File: src/design/stack_bytecode_execution_unit_defines.svh
// assertion helpers for the execution unit
`ifndef STACK_BYTECODE_EXECUTION_UNIT_DEFINES_SVH
`define STACK_BYTECODE_EXECUTION_UNIT_DEFINES_SVH

// implication checked on every clock edge outside reset
`define SBX_ASSERT_IMPL(label, ante, cons) \
  label: assert property (@(posedge clk_i) disable iff (!rst_ni) (ante) |-> (cons)) \
    else $error("check failed");

// next-cycle implication
`define SBX_ASSERT_NEXT(label, ante, cons) \
  label: assert property (@(posedge clk_i) disable iff (!rst_ni) (ante) |=> (cons)) \
    else $error("check failed");

`endif

File: src/design/sbx_div.sv
`default_nettype none
// iterative signed divider, one quotient bit per cycle, truncating
// done is a registered flag that rises together with the final quotient after the last step
module sbx_div (
  input  wire logic        clk_i,
  input  wire logic        rst_ni,
  input  wire logic        start_i,
  input  wire logic [31:0] dividend_i,
  input  wire logic [31:0] divisor_i,
  output logic             done_o,
  output logic [31:0]      quot_o
);
  logic [5:0]  cnt_q, cnt_d;
  logic        busy_q, busy_d;
  logic        done_q;
  logic [31:0] rem_q, rem_d, quo_q, quo_d, dsr_q, dsr_d;
  logic        neg_q, neg_d;
  logic [32:0] trial;
  logic [31:0] shifted;

  always_comb begin
    busy_d = busy_q;
    cnt_d = cnt_q;
    rem_d = rem_q;
    quo_d = quo_q;
    dsr_d = dsr_q;
    neg_d = neg_q;
    shifted = {rem_q[30:0], quo_q[31]};
    trial = {1'b0, shifted} - {1'b0, dsr_q};
    if (start_i) begin
      busy_d = 1'b1;
      cnt_d = 6'd0;
      rem_d = '0;
      quo_d = dividend_i[31] ? (32'd0 - dividend_i) : dividend_i;
      dsr_d = divisor_i[31] ? (32'd0 - divisor_i) : divisor_i;
      neg_d = dividend_i[31] ^ divisor_i[31];
    end else if (busy_q) begin
      if (trial[32]) begin
        rem_d = shifted;
        quo_d = {quo_q[30:0], 1'b0};
      end else begin
        rem_d = trial[31:0];
        quo_d = {quo_q[30:0], 1'b1};
      end
      cnt_d = cnt_q + 6'd1;
      if (cnt_q == 6'd31) begin
        busy_d = 1'b0;
      end
    end
  end

  assign done_o = done_q;
  assign quot_o = neg_q ? (32'd0 - quo_q) : quo_q;

  always_ff @(posedge clk_i or negedge rst_ni) begin
    if (!rst_ni) begin
      busy_q <= 1'b0;
      cnt_q <= '0;
      done_q <= 1'b0;
    end else begin
      busy_q <= busy_d;
      cnt_q <= cnt_d;
      done_q <= busy_q && !start_i && (cnt_q == 6'd31);
    end
  end

  always_ff @(posedge clk_i) begin
    rem_q <= rem_d;
    quo_q <= quo_d;
    dsr_q <= dsr_d;
    neg_q <= neg_d;
  end
endmodule
`default_nettype wire

File: config.mk
export PLATFORM = sky130hd
export DESIGN_NAME = sbx_div
export DESIGN_NICKNAME = d
export VERILOG_FILES = /design/src/design/stack_bytecode_execution_unit_defines.svh /design/src/design/sbx_div.sv
export SDC_FILE = /design/constraint.sdc
export NUM_CORES = 1
export LEC_CHECK = 0
export BUFFER_PORTS_ARGS = -buffer_cell sky130_fd_sc_hd__buf_4
export CORE_ASPECT_RATIO = 0.7
export CORE_UTILIZATION = 40
export CTS_CLUSTER_SIZE = 10
export DETAILED_ROUTE_END_ITERATION = 6
export RECOVER_POWER = 100
export SETUP_SLACK_MARGIN = 0.02
export SYNTH_ARGS = -nofsm -noshare
export SYNTH_HDL_FRONTEND = slang
export SYNTH_SLANG_ARGS = --single-unit
File: constraint.sdc
create_clock -name clk_i -period 10.95 [get_ports clk_i]
set_clock_uncertainty 0.15 [all_clocks]
set_input_delay 1.6425 -clock clk_i [delete_from_list [all_inputs] [get_ports clk_i]]
set_output_delay 1.6425 -clock clk_i [all_outputs]
set_load 0.05 [all_outputs]
==> results.sh <==
export IMPL_yosysWarnings=0
export IMPL_grt_pass1_wl_um=26900
export IMPL_endpoint_kind="register"
export IMPL_period_share=0.578
export IMPL_grt_pass1_vias=5233
export IMPL_std_cell_rows=41
export IMPL_die_h_um=116
export IMPL_wl_per_cell_um=14.8
export IMPL_power_density_nw_per_um2=128
export IMPL_hold_ws_ns=0.331
export IMPL_die_area_um2=19200
export IMPL_final_common_cell="nor2_1"
export IMPL_cts_buffers=9
export IMPL_peakVddDrop_mv=0.0651
export IMPL_final_cell_mix="93 x nor2_1, 82 x a21oi_1, 70 x xnor2_1, 65 x edfxtp_1, 61 x nand2_1"
export IMPL_max_slew_worst_pin_slew_ns=3.48
export IMPL_track_usage=0.178
export IMPL_crit_family="buffers and inverters"
export IMPL_cpPeakStageDelay_ns=2.56
export IMPL_yosysSeqAreaShare=0.371
export IMPL_arrival_ns=6.34
export IMPL_synth_seq_cells=104
export IMPL_synth_edff_count=65
export IMPL_clk_latency_ns=0.36
export IMPL_synth_async_reset_ratio=0.0769
export IMPL_synth_area_um2=7470
export IMPL_slew_headroom=-1.32
export IMPL_hold_path_class="reg -> reg"
export IMPL_crit_chain="clkbuf_1 > clkbuf_1 > nor2_1 > a21oi_1"
export IMPL_cts_max_path_buffers=2
export IMPL_nets=1019
export IMPL_layout_drive_gt1_share=0.0935
export IMPL_portBuffers=99
export IMPL_violations="design-rule violations, max-capacitance violations, max-slew violations"
export IMPL_htree_levels=3
export IMPL_status="finished, violations left"
export IMPL_crit_fanout=79
export IMPL_whs_path_depth=2
export IMPL_antenna_found_initial=0
export IMPL_finalHoldViolations=0
export IMPL_critPathRequiredTime_ns=10.97
export IMPL_drtIter0Drc=361
export IMPL_syn_inst=838
export IMPL_worst_hold_path_endpoint="rem_q[21]"
export IMPL_slew_violations=224
export IMPL_fmax_mhz=158
export IMPL_grt_start_max_net_pins=80
export IMPL_clock_sinks=104
export IMPL_globalRouteOverflowTotal=0
export IMPL_synth_nets=942
export IMPL_vias=6088
export IMPL_cts_hold_buffers_added=0
export IMPL_avgSynthCellArea_um2=8.92
export IMPL_rsz0062_at_grt="false"
export IMPL_place_gp_congestion=0.854
export IMPL_dp_hpwl_um=12900
export IMPL_path_depth=4
export IMPL_maxCapViolations=5
export IMPL_synth_cell_types=62
export IMPL_fin_setup_tns_ns=0
export IMPL_die_w_um=165
export IMPL_crit_buf_inv=2
export IMPL_min_delay_start="rem_q[21]"
export IMPL_synth_ff_type="edfxtp_1"
export IMPL_cts_resized=0
export IMPL_core_area_um2=18200
export IMPL_timing_rr_end="rem_q[15]"
export IMPL_vias_per_cell=5.27
export IMPL_area_growth_synth_to_final_pct=13.7
export IMPL_initial_utilization=0.412
export IMPL_r2r_slack_ns=4.88
export IMPL_utilization=0.468
export IMPL_post_cts_buffers=0
export IMPL_setup_viol=0
export IMPL_critical_path_class="in -> reg"
export IMPL_cpMaxStageDelayCell="clkbuf_1"
export IMPL_cpMostUsedCell="clkbuf_1"
export IMPL_n_antenna_cell=0
export IMPL_cts_clk_slew_worst_paths_ns=0.07
export IMPL_ios=100
export IMPL_cts_tree="built"
export IMPL_r2r_start="quo_q[31]"
export IMPL_power_leakage_uw=0.00339
export IMPL_clockRootBuffer="clkbuf_16"
export IMPL_drt_pass1_iter_count=6
export IMPL_reg2regPathDepth=13
export IMPL_drc=10
export IMPL_drt_total_wl_um=17100
export IMPL_worstSetupStartpointType="input pin"
export IMPL_ant_nets=0
export IMPL_period_minus_slack_ns=6.33
-- through the flow --
stage          cell area [µm²]  setup slack, ns  cells  total power, µW
2_1_floorplan             7470             5.85    838              709
3_3_place_gp              8400             5.80   1140              814
3_5_place_dp              8400             5.71   1140              817
4_1_cts                   8680             5.31   1156             1120
5_1_grt                   8500             4.06   1156             1140
6_report                  8500             4.62   1156             1090
-- flip-flops by register name, summed over array words and instances (netlist names) --
| register | flops |
|---|---|
| quo_q | 32 |
| rem_q | 31 |
| dsr_q | 32 |
| done_o | 1 |
| neg_q | 1 |
| cnt_q | 6 |
| busy_q | 1 |
-- worst max-delay path by stage --
| stage | startpoint | end | slack (ns) |
|---|---|---|---|
| 5_1_grt | start_i | quo_q[17] | 4.06 |
| 3_5_place_dp | quo_q[0] | quot_o[26] | 5.71 |
| 6_report | start_i | quo_q[1] | 4.62 |
| 4_1_cts | quo_q[0] | quot_o[26] | 5.31 |
| 2_1_floorplan | quo_q[0] | quot_o[26] | 5.85 |
| 3_3_place_gp | quo_q[0] | quot_o[26] | 5.80 |
-- routing by layer --
| layer | wire, µm | part of all wire | up-vias | GRT usage |
|---|---|---|---|---|
| li1 | - | - | 3192 | - |
| met4 | 193 | 0.011 | 0 | 0.0424 |
| met5 | 0 | 0 | - | 0 |
| met2 | 6510 | 0.38 | 110 | 0.232 |
| met1 | 9640 | 0.57 | 2771 | 0.293 |
| met3 | 710 | 0.042 | 15 | 0.0309 |
-- cell usage after synthesis, types with 3 or more instances --
cell,instances,share of area
inv_1,49,0.025
o211ai_1,3,0.0030
buf_1,3,0.0015
a211o_1,3,0.0035
nor2b_1,7,0.0059
a31oi_1,5,0.0042
edfxtp_1,65,0.26
buf_2,5,0.0033
mux2_2,6,0.0090
nor4_1,6,0.0050
dfrtp_1,8,0.027
or4_1,18,0.018
or3_1,13,0.011
dfxtp_1,31,0.083
o21ai_0,44,0.029
clkbuf_1,27,0.014
a21o_1,11,0.011
mux2i_1,9,0.012
xnor2_1,70,0.082
o31ai_1,23,0.023
a211oi_1,26,0.026
nand4_1,5,0.0042
ha_1,36,0.060
nand3_1,9,0.0060
xor2_1,49,0.057
nor3_1,5,0.0033
nor2_1,93,0.047
o41ai_1,11,0.013
a21oi_1,82,0.055
nand2b_1,11,0.0092
nand2_1,61,0.031
and3_1,3,0.0025
-- worst min-delay path, stage by stage, from the launching register on --
cell and delay, ns:
dfxtp_1 0.32, nand2_1 0.05, o21ai_0 0.06
-- final cells by class --
class / instances / area, µm²
Tap cell: 236 / 295
Sequential cell: 104 / 2770
Timing Repair Buffer: 103 / 612
Multi-Input combinational cell: 648 / 4360
Fill cell: 1840 / 9660
Clock buffer: 11 / 233
Inverter: 49 / 184
Clock inverter: 5 / 42.5
-- cell families (layout without fill, tap and decap cells) --
logic type      Yosys count  count (layout)  synth area share
xor+xnor                119             119             0.139
flops                   104             104             0.371
mux                      15              15            0.0211
simple gates            247             247             0.163
buf+inv                  86             168            0.0450
fa+ha+maj                37              37            0.0629
compound gates          230             230             0.197
-- report_power, final --
group / leakage, µW / switching [µW] / total [µW] / internal, µW
combinational: 0.00226 / 205 / 301 / 96.0
clock: 0.000124 / 148 / 304 / 156
sequential: 0.00101 / 29.4 / 482 / 453
total: 0.00339 / 383 / 1090 / 705
No activity file was read; power rests on OpenSTA's default activity.
